--- config.mk ---
export PLATFORM = sky130hd
export DESIGN_NAME = lidar_packet_decoder_flat
export DESIGN_NICKNAME = d
export VERILOG_FILES = /design/src/sv/lpd_pkg.sv /design/src/sv/lpd_if.sv /design/src/sv/lpd_line.sv /design/src/sv/lidar_packet_decoder.sv /design/src/flat_wrapper.sv
export SDC_FILE = /design/constraint.sdc
export NUM_CORES = 1
export LEC_CHECK = 0
export BUFFER_PORTS_ARGS = -buffer_cell sky130_fd_sc_hd__buf_2
export CAP_MARGIN = 20
export CORE_MARGIN = 5
export CORE_UTILIZATION = 30
export CTS_BUF_LIST = sky130_fd_sc_hd__clkbuf_2 sky130_fd_sc_hd__clkbuf_4 sky130_fd_sc_hd__clkbuf_8
export DETAILED_ROUTE_END_ITERATION = 6
export HOLD_SLACK_MARGIN = 0.06
export PLACE_DENSITY = 0.5
export SYNTH_ARGS = -nofsm -noshare
export SYNTH_HDL_FRONTEND = slang
export SYNTH_SLANG_ARGS = --single-unit
--- constraint.sdc ---
create_clock -name clk -period 4.95 [get_ports clk]
set_clock_uncertainty 0.2 [all_clocks]
set_input_delay 0.2475 -clock clk [delete_from_list [all_inputs] [get_ports clk]]
set_output_delay 0.2475 -clock clk [all_outputs]
set_load 0.005 [all_outputs]
--- src/sv/lpd_pkg.sv ---
package lpd_pkg;

  localparam logic [2:0] ST_READING   = 3'd0;
  localparam logic [2:0] ST_BAD_LEN   = 3'd1;
  localparam logic [2:0] ST_BAD_START = 3'd2;
  localparam logic [2:0] ST_BAD_CSUM  = 3'd3;
  localparam logic [2:0] ST_BAD_INDEX = 3'd4;

  localparam int unsigned PKT_LEN = 22;
  // Byte position of the last packet byte, as seen before the count advances.
  localparam logic [4:0] PKT_LAST_POS = 5'(PKT_LEN - 1);
  localparam logic [4:0] CSUM_LO_POS  = 5'(PKT_LEN - 2);
  localparam logic [4:0] DATA_FIRST   = 5'd4;
  localparam logic [4:0] COUNT_MAX    = 5'd31;

  localparam logic [7:0]  START_BYTE    = 8'hFA;
  localparam logic [7:0]  INDEX_LOW     = 8'hA0;
  localparam logic [7:0]  INDEX_HIGH    = 8'hF9;
  localparam logic [5:0]  RANGE_HI_MASK = 6'h3F;
  localparam logic [7:0]  SCAN_MAX      = 8'd255;

  // One decoded line, held while its results are delivered.
  typedef struct packed {
    logic [2:0]       status;
    logic [6:0]       idx;
    logic             wrapped;
    logic             complete;
    logic [15:0][7:0] readings;
  } rec_t;

endpackage

--- src/sv/lpd_if.sv ---
interface lpd_in_if;
  logic       valid;
  logic       ready;
  logic [7:0] rx_byte;
  logic       end_of_line;

  modport source (output valid, output rx_byte, output end_of_line, input ready);
  modport sink   (input valid, input rx_byte, input end_of_line, output ready);
endinterface

interface lpd_out_if;
  logic        valid;
  logic        ready;
  logic [2:0]  status;
  logic [8:0]  angle_index;
  logic [13:0] range_value;
  logic [15:0] intensity_value;
  logic        scan_wrapped;
  logic        scan_complete;
  logic        last_result;

  modport source (output valid, output status, output angle_index, output range_value,
                  output intensity_value, output scan_wrapped, output scan_complete,
                  output last_result, input ready);
  modport sink   (input valid, input status, input angle_index, input range_value,
                  input intensity_value, input scan_wrapped, input scan_complete,
                  input last_result, output ready);
endinterface

interface lpd_cfg_if;
  logic       valid;
  logic       ready;
  logic [7:0] min_packets;

  modport source (output valid, output min_packets, input ready);
  modport sink   (input valid, input min_packets, output ready);
endinterface

--- src/sv/lpd_line.sv ---
module lpd_line (
  input  logic          clk,
  input  logic          rst_n,
  input  logic          in_fire,
  input  logic [7:0]    rx_byte,
  input  logic          end_of_line,
  input  logic [7:0]    min_packets,
  output lpd_pkg::rec_t rec_o
);
  import lpd_pkg::*;

  logic [4:0]       pos_r, pos_nxt;
  logic [25:0]      acc_r, acc_nxt;
  logic [7:0]       hold_r, hold_nxt;
  logic [1:0][7:0]  hdr_r;
  logic [15:0][7:0] buf_r;
  logic [7:0]       rc_lo_r;
  logic [6:0]       prev_idx_r;
  logic             prev_valid_r;
  logic [7:0]       pkts_r, pkts_nxt;

  logic [15:0] word;
  logic [14:0] folded;
  logic [15:0] rx_csum;
  logic [2:0]  status;
  logic [6:0]  idx;
  logic        wrapped;

  always_comb begin
    word    = {rx_byte, hold_r};
    acc_nxt = acc_r;
    hold_nxt = hold_r;
    if (pos_r < CSUM_LO_POS) begin
      if (!pos_r[0]) begin
        hold_nxt = rx_byte;
      end else begin
        acc_nxt = {acc_r[24:0], 1'b0} + {10'b0, word};
      end
    end
    pos_nxt = (pos_r < COUNT_MAX) ? pos_r + 5'd1 : pos_r;
    // Every line, good or bad, leaves the line state clear.
    if (end_of_line) begin
      pos_nxt  = '0;
      acc_nxt  = '0;
      hold_nxt = '0;
    end
  end

  always_comb begin
    folded  = acc_r[14:0] + {4'b0, acc_r[25:15]};
    rx_csum = {rx_byte, rc_lo_r};
    idx     = 7'(hdr_r[1] - INDEX_LOW);
    priority if (pos_r != PKT_LAST_POS) begin
      status = ST_BAD_LEN;
    end else if (hdr_r[0] != START_BYTE) begin
      status = ST_BAD_START;
    end else if ({1'b0, folded} != rx_csum) begin
      status = ST_BAD_CSUM;
    end else if (hdr_r[1] < INDEX_LOW || hdr_r[1] > INDEX_HIGH) begin
      status = ST_BAD_INDEX;
    end else begin
      status = ST_READING;
    end
    wrapped = (status == ST_READING) && prev_valid_r && (idx < prev_idx_r);
    if (wrapped) begin
      pkts_nxt = 8'd1;
    end else if (pkts_r < SCAN_MAX) begin
      pkts_nxt = pkts_r + 8'd1;
    end else begin
      pkts_nxt = pkts_r;
    end

    rec_o.status   = status;
    rec_o.idx      = idx;
    rec_o.wrapped  = wrapped;
    rec_o.complete = wrapped && (pkts_r > min_packets);
    rec_o.readings = buf_r;
  end

  always_ff @(posedge clk) begin
    if (!rst_n) begin
      pos_r        <= '0;
      acc_r        <= '0;
      hold_r       <= '0;
      prev_idx_r   <= '0;
      prev_valid_r <= 1'b0;
      pkts_r       <= '0;
    end else if (in_fire) begin
      pos_r  <= pos_nxt;
      acc_r  <= acc_nxt;
      hold_r <= hold_nxt;
      if (end_of_line && status == ST_READING) begin
        prev_idx_r   <= idx;
        prev_valid_r <= 1'b1;
        pkts_r       <= pkts_nxt;
      end
    end
  end

  always_ff @(posedge clk) begin
    if (in_fire) begin
      if (pos_r < 5'd2) begin
        hdr_r[pos_r[0]] <= rx_byte;
      end
      if (pos_r == CSUM_LO_POS) begin
        rc_lo_r <= rx_byte;
      end
      for (int i = 0; i < 16; i++) begin
        if (pos_r == 5'(i) + DATA_FIRST) begin
          buf_r[i] <= rx_byte;
        end
      end
    end
  end

endmodule

--- src/sv/lidar_packet_decoder.sv ---
// Lidar packet decoder.
// in_bus carries one byte of a serial line per request; end_of_line marks the
// line's last byte. cfg_bus writes min_packets and is always ready; write it
// only while the decoder is idle.
// A good 22-byte packet gives four readings on out_bus, one per cycle when not
// stalled, the first carrying the scan flags. Any failed check gives a single
// error result. The first result of a line is valid in the cycle after its last
// byte is accepted. Bytes are taken one per cycle; bytes inside a line are always
// taken; a last byte waits only while the previous line still has results to
// deliver past the current cycle, since one record register holds the pending
// results. When the receiver stalls, the pending result holds its value and valid.
// Reset (rst_n low at a clock edge) drops any pending results, clears the line
// and scan state and sets min_packets to zero.
module lidar_packet_decoder (
  input  logic             clk,
  input  logic             rst_n,
  lpd_in_if.sink           in_bus,
  lpd_out_if.source        out_bus,
  lpd_cfg_if.sink          cfg_bus
);
  import lpd_pkg::*;

  logic [7:0] min_packets_r;
  rec_t       rec;
  rec_t       rec_r;
  logic       rec_valid_r;
  logic [1:0] slot_r;

  logic       in_fire;
  logic       out_fire;
  logic       out_last;
  logic       rec_free;
  logic       is_reading;
  logic [3:0] base;

  lpd_line u_line (
    .clk         (clk),
    .rst_n       (rst_n),
    .in_fire     (in_fire),
    .rx_byte     (in_bus.rx_byte),
    .end_of_line (in_bus.end_of_line),
    .min_packets (min_packets_r),
    .rec_o       (rec)
  );

  assign cfg_bus.ready = 1'b1;

  always_ff @(posedge clk) begin
    if (!rst_n) begin
      min_packets_r <= '0;
    end else if (cfg_bus.valid) begin
      min_packets_r <= cfg_bus.min_packets;
    end
  end

  assign is_reading = (rec_r.status == ST_READING);
  assign out_last   = !is_reading || (slot_r == 2'd3);
  assign out_fire   = out_bus.valid && out_bus.ready;
  assign rec_free   = !rec_valid_r || (out_fire && out_last);
  assign in_bus.ready = rec_free || !in_bus.end_of_line;
  assign in_fire    = in_bus.valid && in_bus.ready;

  always_ff @(posedge clk) begin
    if (!rst_n) begin
      rec_valid_r <= 1'b0;
      slot_r      <= '0;
    end else if (in_fire && in_bus.end_of_line) begin
      rec_valid_r <= 1'b1;
      slot_r      <= '0;
    end else if (out_fire) begin
      if (out_last) begin
        rec_valid_r <= 1'b0;
      end
      slot_r <= slot_r + 2'd1;
    end
  end

  always_ff @(posedge clk) begin
    if (in_fire && in_bus.end_of_line) begin
      rec_r <= rec;
    end
  end

  always_comb begin
    base = {slot_r, 2'b00};
    out_bus.valid         = rec_valid_r;
    out_bus.status        = rec_r.status;
    out_bus.last_result   = out_last;
    out_bus.angle_index   = is_reading ? {rec_r.idx, slot_r} : '0;
    out_bus.range_value   = is_reading ?
        {rec_r.readings[base | 4'd1][5:0] & RANGE_HI_MASK, rec_r.readings[base]} : '0;
    out_bus.intensity_value = is_reading ?
        {rec_r.readings[base | 4'd3], rec_r.readings[base | 4'd2]} : '0;
    out_bus.scan_wrapped  = is_reading && (slot_r == 2'd0) && rec_r.wrapped;
    out_bus.scan_complete = is_reading && (slot_r == 2'd0) && rec_r.complete;
  end

  // A new line's record may only land when the previous one is finished.
  a_no_overwrite: assert property (@(posedge clk) disable iff (!rst_n)
    (in_fire && in_bus.end_of_line) |-> rec_free)
    else $error("record overwritten while results pending");

  // A non-final reading is followed by the next slot of the same record.
  a_slot_advance: assert property (@(posedge clk) disable iff (!rst_n)
    (out_fire && !out_last) |=> (rec_valid_r && slot_r == $past(slot_r) + 2'd1))
    else $error("reading slot did not advance");

  // Error results are always single and start at slot zero.
  a_error_single: assert property (@(posedge clk) disable iff (!rst_n)
    (rec_valid_r && !is_reading) |-> (slot_r == 2'd0 && out_bus.last_result))
    else $error("error result not a single result");

  // A complete scan is only reported together with a wrap.
  a_complete_wrap: assert property (@(posedge clk) disable iff (!rst_n)
    (out_bus.valid && out_bus.scan_complete) |-> out_bus.scan_wrapped)
    else $error("scan complete without wrap");

endmodule
--- src/flat_wrapper.sv ---
// flat-port wrapper written by rule: the top's interface ports become plain ports
module lidar_packet_decoder_flat import lpd_pkg::*;
  (clk, rst_n, in_bus_valid, in_bus_rx_byte, in_bus_end_of_line, in_bus_ready, out_bus_valid, out_bus_status, out_bus_angle_index, out_bus_range_value, out_bus_intensity_value, out_bus_scan_wrapped, out_bus_scan_complete, out_bus_last_result, out_bus_ready, cfg_bus_valid, cfg_bus_min_packets, cfg_bus_ready);
  lpd_in_if in_bus_i ();
  lpd_out_if out_bus_i ();
  lpd_cfg_if cfg_bus_i ();
  input  logic clk;
  input  logic rst_n;
  input wire logic [$bits(in_bus_i.valid)-1:0] in_bus_valid;
  input wire logic [$bits(in_bus_i.rx_byte)-1:0] in_bus_rx_byte;
  input wire logic [$bits(in_bus_i.end_of_line)-1:0] in_bus_end_of_line;
  output wire logic [$bits(in_bus_i.ready)-1:0] in_bus_ready;
  output wire logic [$bits(out_bus_i.valid)-1:0] out_bus_valid;
  output wire logic [$bits(out_bus_i.status)-1:0] out_bus_status;
  output wire logic [$bits(out_bus_i.angle_index)-1:0] out_bus_angle_index;
  output wire logic [$bits(out_bus_i.range_value)-1:0] out_bus_range_value;
  output wire logic [$bits(out_bus_i.intensity_value)-1:0] out_bus_intensity_value;
  output wire logic [$bits(out_bus_i.scan_wrapped)-1:0] out_bus_scan_wrapped;
  output wire logic [$bits(out_bus_i.scan_complete)-1:0] out_bus_scan_complete;
  output wire logic [$bits(out_bus_i.last_result)-1:0] out_bus_last_result;
  input wire logic [$bits(out_bus_i.ready)-1:0] out_bus_ready;
  input wire logic [$bits(cfg_bus_i.valid)-1:0] cfg_bus_valid;
  input wire logic [$bits(cfg_bus_i.min_packets)-1:0] cfg_bus_min_packets;
  output wire logic [$bits(cfg_bus_i.ready)-1:0] cfg_bus_ready;
  assign in_bus_i.valid = in_bus_valid;
  assign in_bus_i.rx_byte = in_bus_rx_byte;
  assign in_bus_i.end_of_line = in_bus_end_of_line;
  assign in_bus_ready = in_bus_i.ready;
  assign out_bus_valid = out_bus_i.valid;
  assign out_bus_status = out_bus_i.status;
  assign out_bus_angle_index = out_bus_i.angle_index;
  assign out_bus_range_value = out_bus_i.range_value;
  assign out_bus_intensity_value = out_bus_i.intensity_value;
  assign out_bus_scan_wrapped = out_bus_i.scan_wrapped;
  assign out_bus_scan_complete = out_bus_i.scan_complete;
  assign out_bus_last_result = out_bus_i.last_result;
  assign out_bus_i.ready = out_bus_ready;
  assign cfg_bus_i.valid = cfg_bus_valid;
  assign cfg_bus_i.min_packets = cfg_bus_min_packets;
  assign cfg_bus_ready = cfg_bus_i.ready;
  lidar_packet_decoder u_core (.clk(clk), .rst_n(rst_n), .in_bus(in_bus_i), .out_bus(out_bus_i), .cfg_bus(cfg_bus_i));
endmodule
# ---- Word level (Yosys, flattened, before mapping)
# Cells that the tools add are included.
dict set report word_totals {
  regBits 358
  latchBits 0
  ram_bits 0
  rom_bits 0
  inputBits 22
  output_inout_bits 48
  word_cells 175
  memories 0
}
dict set report classes {
  add_sub_neg 6
  multipliers 0
  div_mod_pow 0
  magnitude_cmp 14
  n_eq_ne 22
  shifts 0
  mux 31
  n_bitwise 1
  n_reduce_logical 53
}
# operator n
set ops {}
lappend ops {{26-bit two-way mux} 3}
lappend ops {{8-bit two-way mux} 9}
lappend ops {{8-bit binary-select mux with 2-bit select} 4}
lappend ops {{2-bit AND reduction} 21}
lappend ops {{5-bit by 4-bit == test with 1-bit output (second input constant)} 8}
lappend ops {{26-bit by 16-bit adder with 26-bit output} 1}
lappend ops {{5-bit == test (second input constant)} 5}
lappend ops {{5-bit by 3-bit == test with 1-bit output (second input constant)} 4}
lappend ops {{4-bit by 5-bit < comparator with 1-bit output (second input constant)} 4}
lappend ops {{16-bit bitwise mux} 1}
lappend ops {{8-bit < comparator (second input constant)} 2}
lappend ops {{16-bit two-way mux} 1}
lappend ops {{15-bit by 16-bit != test with 1-bit output} 1}
lappend ops {{15-bit by 11-bit adder with 15-bit output} 1}
lappend ops {{14-bit two-way mux} 1}
lappend ops {{1-bit logical AND} 12}
lappend ops {{3-bit two-way mux} 4}
lappend ops {{2-bit nonzero test} 6}
lappend ops {{5-bit < comparator (second input constant)} 2}
lappend ops {{5-bit two-way mux} 2}
lappend ops {{9-bit two-way mux} 1}
lappend ops {{3-bit AND reduction} 3}
lappend ops {{8-bit by 1-bit adder with 8-bit output (second input constant)} 1}
lappend ops {{8-bit demux with 1-bit select} 1}
lappend ops {{other kinds (21)} 29}

# ---- Logic depth before layout (Yosys ltp)
dict set report depth {
  depth_word 11
  mapped_depth 12
  depth_no_buf 10
}

# ---- Cells and area by module
# Synthesis repeated with hierarchy kept, for this count alone.
dict set report hier_totals {
  cells_unflattened 989
  area_unflattened_um2 14595.2
}
# module instances cells_per_inst area_each_um2 seq_area_each_um2
set by_module_without_submodules {}
lappend by_module_without_submodules {lpd_line 1 719 9111.2 5665.4}
lappend by_module_without_submodules {lidar_packet_decoder 1 270 5484.0 4184.0}

# ---- Least setup slack after synthesis
# No wires, ideal clock.
dict set report synth_timing {
  path_kind {reg-to-reg}
  startpoint {register u_core.slot_r[1]}
  endpoint {register u_core.rec_r, in the netlist u_core.out_bus.status[0], enable pin}
  setup_time_ns 0.485
  arrival_time_ns 3.889
  t_required_ns 4.265
  setup_slack_ns 0.376
  path_stages_with_launch 8
  path_buffers 1
  synth_period_minus_slack_ns 4.574
  path_cell_list {dfxtp_1 > ha_1 > o21ai_0 > nand3_1 > and2_1 > clkbuf_1 > nand2_1 > inv_1}
}
dict set report synth_between {
  elab_chain_len 7
}
# item line_no
set synth_rtl {}
lappend synth_rtl {{from (decl)} lidar_packet_decoder.sv:27} ;# logic [1:0] slot_r;
lappend synth_rtl {{from (signal assigned)} lidar_packet_decoder.sv:74} ;# slot_r <= slot_r + 2'd1;
lappend synth_rtl {{2-bit == test} lidar_packet_decoder.sv:57} ;# assign out_last = !is_reading || (slot_r == 2'd3);
lappend synth_rtl {{1-bit logical OR} lidar_packet_decoder.sv:57}
lappend synth_rtl {{1-bit logical AND} lidar_packet_decoder.sv:59} ;# assign rec_free = !rec_valid_r || (out_fire && out_last);
lappend synth_rtl {{1-bit logical OR} lidar_packet_decoder.sv:59}
lappend synth_rtl {{1-bit logical OR} lidar_packet_decoder.sv:60} ;# assign in_bus.ready = rec_free || !in_bus.end_of_line;
lappend synth_rtl {{named net in_bus_ready} flat_wrapper.sv:12} ;# output wire logic [$bits(in_bus_i.ready)-1:0] in_bus_ready;
lappend synth_rtl {{1-bit logical AND} lidar_packet_decoder.sv:61} ;# assign in_fire = in_bus.valid && in_bus.ready;
lappend synth_rtl {{1-bit logical AND} lidar_packet_decoder.sv:79} ;# if (in_fire && in_bus.end_of_line) begin
lappend synth_rtl {{to (signal assigned)} lidar_packet_decoder.sv:80} ;# rec_r <= rec;
lappend synth_rtl {{to (decl)} lidar_packet_decoder.sv:25} ;# rec_t rec_r;
# The timed path passes the listed nets, and every way through them passes these cells.
# A chain may end at the register's enable or synchronous reset.

# ---- Worst setup path in the final report
dict set report layout_timing {
  startpoint {register u_core.u_line.acc_r[15]}
  endpoint {register u_core.u_line.pkts_r[1]}
}
dict set report layout_between {
  elab_chain_len 10
  word_cells_on_any_way 12
  classes_between {add/sub: 1; eq/ne: 1; mux: 4; reduce/logical: 6}
}
# item line_no
set layout_rtl {}
lappend layout_rtl {{from (decl)} lpd_line.sv:13} ;# logic [25:0] acc_r, acc_nxt;
lappend layout_rtl {{from (signal assigned)} lpd_line.sv:90} ;# acc_r <= acc_nxt;
lappend layout_rtl {{15-bit by 11-bit adder with 15-bit output (*)} lpd_line.sv:50} ;# folded = acc_r[14:0] + {4'b0, acc_r[25:15]};
lappend layout_rtl {{15-bit by 16-bit != test with 1-bit output (*)} lpd_line.sv:57} ;# end else if ({1'b0, folded} != rx_csum) begin
lappend layout_rtl {{3-bit two-way mux (*)} lpd_line.sv:57}
lappend layout_rtl {{3-bit two-way mux (*)} lpd_line.sv:55} ;# end else if (hdr_r[0] != START_BYTE) begin
lappend layout_rtl {{3-bit two-way mux (*)} lpd_line.sv:53} ;# priority if (pos_r != PKT_LAST_POS) begin
lappend layout_rtl {{3-bit zero test (*)} {lpd_line.sv:64, lpd_line.sv:92}}
lappend layout_rtl {{1-bit logical AND (2 in series)} lpd_line.sv:64} ;# wrapped = (status == ST_READING) && prev_valid_r && (idx < prev_idx_r);
lappend layout_rtl {{2-bit nonzero test (no line)} --}
lappend layout_rtl {{3-bit AND reduction (no line)} --}
lappend layout_rtl {{to (signal assigned)} lpd_line.sv:95} ;# pkts_r <= pkts_nxt;
lappend layout_rtl {{to (decl)} lpd_line.sv:20} ;# logic [7:0] pkts_r, pkts_nxt;
# Every way passes the cells marked *; elsewhere a longest branch is shown, timed or not.

==> results.md <==
- Crit Path Class: register to register
- Top-count cell post-synth: edfxtp_1
- Area contributors post-synth: edfxtp_1 57%, dfxtp_1 9.1%, mux4_2 4.6%
- Crit path time final: 3940 ps
- Rel. slew slack: between 30% and 40%
- Yosys top cell area share: 56.8%
- Antenna Violating Nets Remaining: 0
- Final Cycle Share: 79.6%
- DRC violations left: 0
- Post-synth ARST share: 0%
- CP max stage cell: or4_1
- Worst-path fanout max: 23
- CTS Buf Count: a little under 60
- Top cell type by total area after synthesis: edfxtp_1
- Max-cap violations: 0
- Hold WC Path Type: register to register
- Hold depth: 0
- Family with the most delay on the worst path: simple AND/OR/NAND/NOR gates
- Initial antenna violation count: 0
- Vias per cell: 4.79
- Mapped Avg Cell Area: 14.0 um2
- R2R setup slack: 1010 ps
- Clock Sinks: 342
- Hold wc startpoint: u_core.u_line.rec_o[82]
- DRT Pass-1 Iters: 5
- Io pins: 70
- Synth Instances: around 1.0k
- FMAX: 254 MHz
- Clk_lat worst skew: 620 ps
- Vias in the first global route: 8900
- Root Driver: clkbuf_8
- Routed WL: ~33000 um
- Post-CTS Repair Setup Buffers: 0
- Dpl hpwl: around 21000 um
- PwrDens: 349 nW/um2
- Synth unique cells: 73
- Final Wtd Congestion: about 0.78
- Largest net degree at the start of global routing: 74
- Most frequent cells after synthesis: 276 x edfxtp_1, 66 x dfxtp_1, 66 x nor2_1, 53 x nand2_1, 50 x a21oi_1
- Power Total: 5.99 mW
- Final setup viols: 0
- Reg2reg end: u_core.u_line.pkts_r[1]
- Register-to-Register Path Depth: 9
- Hold Fails Final Rpt: 0
- Routed len/inst: 18.0 um
- CORE AREA: 47900 um2
- GRT Total Usage: 12.4%
- Global-route wire length before repair: between 50000 and 60000 um
- Cell leakage power: 6.09 nW
- Synthesized netlist net count: 1112
- Port buffer count: between 60 and 70
- WP data arrival: 4240 ps
- Critical path launch point type: register
- Post-synth EDFFs: 276
- Initial Util: 30.4%
- Req. time, crit path: 5250 ps
- RSZ-0062 raised after global routing: false
- Crit-path max cell delay: just over 900 ps
- H-tree depth: 2
- Share of layout cells above drive strength 1: 19.4%
- Worst R2R Start: u_core.u_line.acc_r[15]
- CP Capture Type: register
- Outcome: complete, no violations
- DRT iter0 DRCs: 632
- Die footprint: 53100 um2
- Fin. max-slew vios: 0
- CTS tree: built
- Via count: 8817
- Crit path buf inv count: 0
- Fin nets: 1250
- Setup tns final: 0 ps
- Mapped cell area: 14600 um2
- Worst Hold Path EP: u_core.rec_r[82]
- Die Y: 230 um
- Seq/Total Area, Yosys: 65.9%
- Ys Warns: 0
- Main synth FF type: edfxtp_1
- Slew @ Worst Pin: between 900 and 1000 ps
- Peak supply drop: 0.146 mV
- Clock slew at reported path FFs: 70 ps
- Clock tree buffer depth: 3
- Row count: 80
- Area growth syn-to-layout: 17.7%
- Total gr overflow: 0
- Synthesis-stage register bit count: 342
- Die W: 230 um
- CP cell instances: ha_1 > fa_1 > xor2_1 > a2111oi_4 > nor4b_4 > nand4b_2 > or4_1 > o311ai_1 > o31ai_1
==> layer usage <==
metal | GRT usage, % | vias up | part of all wire (%)
met5 | 0 | - | 0
met4 | 3.94 | 0 | 2.1
met3 | 2.53 | 57 | 4.6
met2 | 20.8 | 173 | 48
li1 | - | 4251 | -
met1 | 16.3 | 4336 | 45
==> flip-flops by register name, summed over array words and instances (netlist names) <==
name                        cells
u_core.u_line.prev_valid_r      1
u_core.rec_r                  129
u_core.u_line.rc_lo_r           8
u_core.u_line.pkts_r            8
u_core.u_line.rec_o           120
u_core.out_bus.status           3
u_core.out_bus.valid            1
u_core.u_line.pos_r             5
u_core.u_line.hold_r            8
u_core.slot_r                   2
u_core.u_line.hdr_r            16
u_core.u_line.prev_idx_r        7
u_core.min_packets_r            8
u_core.u_line.acc_r            26
==> worst register-to-register path, delay by kind of cell, from the launching register on <==
family / cells / cell delay, ps
simple gates: 3 / 1380
fa+ha+maj: 2 / 710
flops: 1 / 500
xor+xnor: 1 / 200
compound gates: 3 / 850
==> cells by family after synthesis <==
| kind of cell | after synthesis | synth area share [%] |
|---|---|---|
| xor+xnor | 38 | 2.33 |
| mux | 41 | 5.39 |
| buf+inv | 78 | 2.30 |
| flops | 342 | 65.9 |
| fa+ha+maj | 50 | 4.39 |
| other cells | 1 | 0.0257 |
| simple gates | 295 | 10.7 |
| compound gates | 195 | 8.99 |
==> repair_timing <==
action                                 in CTS  in global routing
endpoints found under the hold margin     159                  0
gates resized for setup                     0                  0
hold buffers                               29                  0
==> per-stage QoR <==
| stage | cells | worst slack [ps] | utilization (%) | instance area, um2 | hold WS, ps |
|---|---|---|---|---|---|
| 6_report | 1840 | 1010 | 35.8 | 17200 | 201 |
| 5_1_grt | 1839 | 757 | 35.8 | 17200 | 199 |
| 4_1_cts | 1839 | 995 | 35.8 | 17200 | 202 |
| 3_5_place_dp | 1704 | 1010 | 32.7 | 15700 | 205 |
| 2_1_floorplan | 1040 | 376 | - | 14600 | 146 |
| 3_3_place_gp | 1702 | 1050 | 32.7 | 15700 | 200 |
==> where the power goes <==
part / internal [mW] / total [mW] / switching, mW
Sequential: 3.15 / 3.17 / 0.0176
Clock: 1.46 / 2.58 / 1.12
Combinational: 0.0885 / 0.242 / 0.154
==> placed cells by master (no fill, tap or decap), types with 21 or more instances in the layout <==
master         synthesis  routed
a21oi_1               50      50
inv_1                 36      35
nor3_1                28      27
a22oi_1               21      21
mux4_2                30      30
dlygate4sd3_1          0      29
dfxtp_1               66      65
buf_2                  1      68
clkbuf_8               0      59
nand2_1               53      53
and2_1                43      43
ha_1                  48      48
o21ai_0               35      35
xnor2_1               21      21
nand3_1               35      35
nor2_1                66      66
edfxtp_1             276     276
buf_4                  5      22
==> final cells by class <==
| type | count | area (um2) |
|---|---|---|
| Multi-Input combinational cell | 620 | 4650 |
| Clock buffer | 77 | 947 |
| Antenna cell | 1 | 2.50 |
| Sequential cell | 342 | 9610 |
| Clock inverter | 29 | 253 |
| Tap cell | 615 | 769 |
| Inverter | 37 | 141 |
| Timing Repair Buffer | 119 | 796 |
| Fill cell | 4657 | 30800 |
==> how the worst max path moves through the flow <==
stage	startpoint	end	slack, ps	cells after the start
floorplan	u_core.slot_r[1]	u_core.out_bus.status[0]	380	7
global placement	u_core.u_line.acc_r[15]	u_core.u_line.pkts_r[1]	1050	9
detailed placement	u_core.u_line.acc_r[15]	u_core.u_line.pkts_r[1]	1010	9
CTS	u_core.u_line.acc_r[15]	u_core.u_line.pkts_r[1]	1000	9
global route	u_core.u_line.acc_r[15]	u_core.u_line.pkts_r[1]	760	9
finish	u_core.u_line.acc_r[15]	u_core.u_line.pkts_r[1]	1010	9
(Power assumes the default switching activity.)
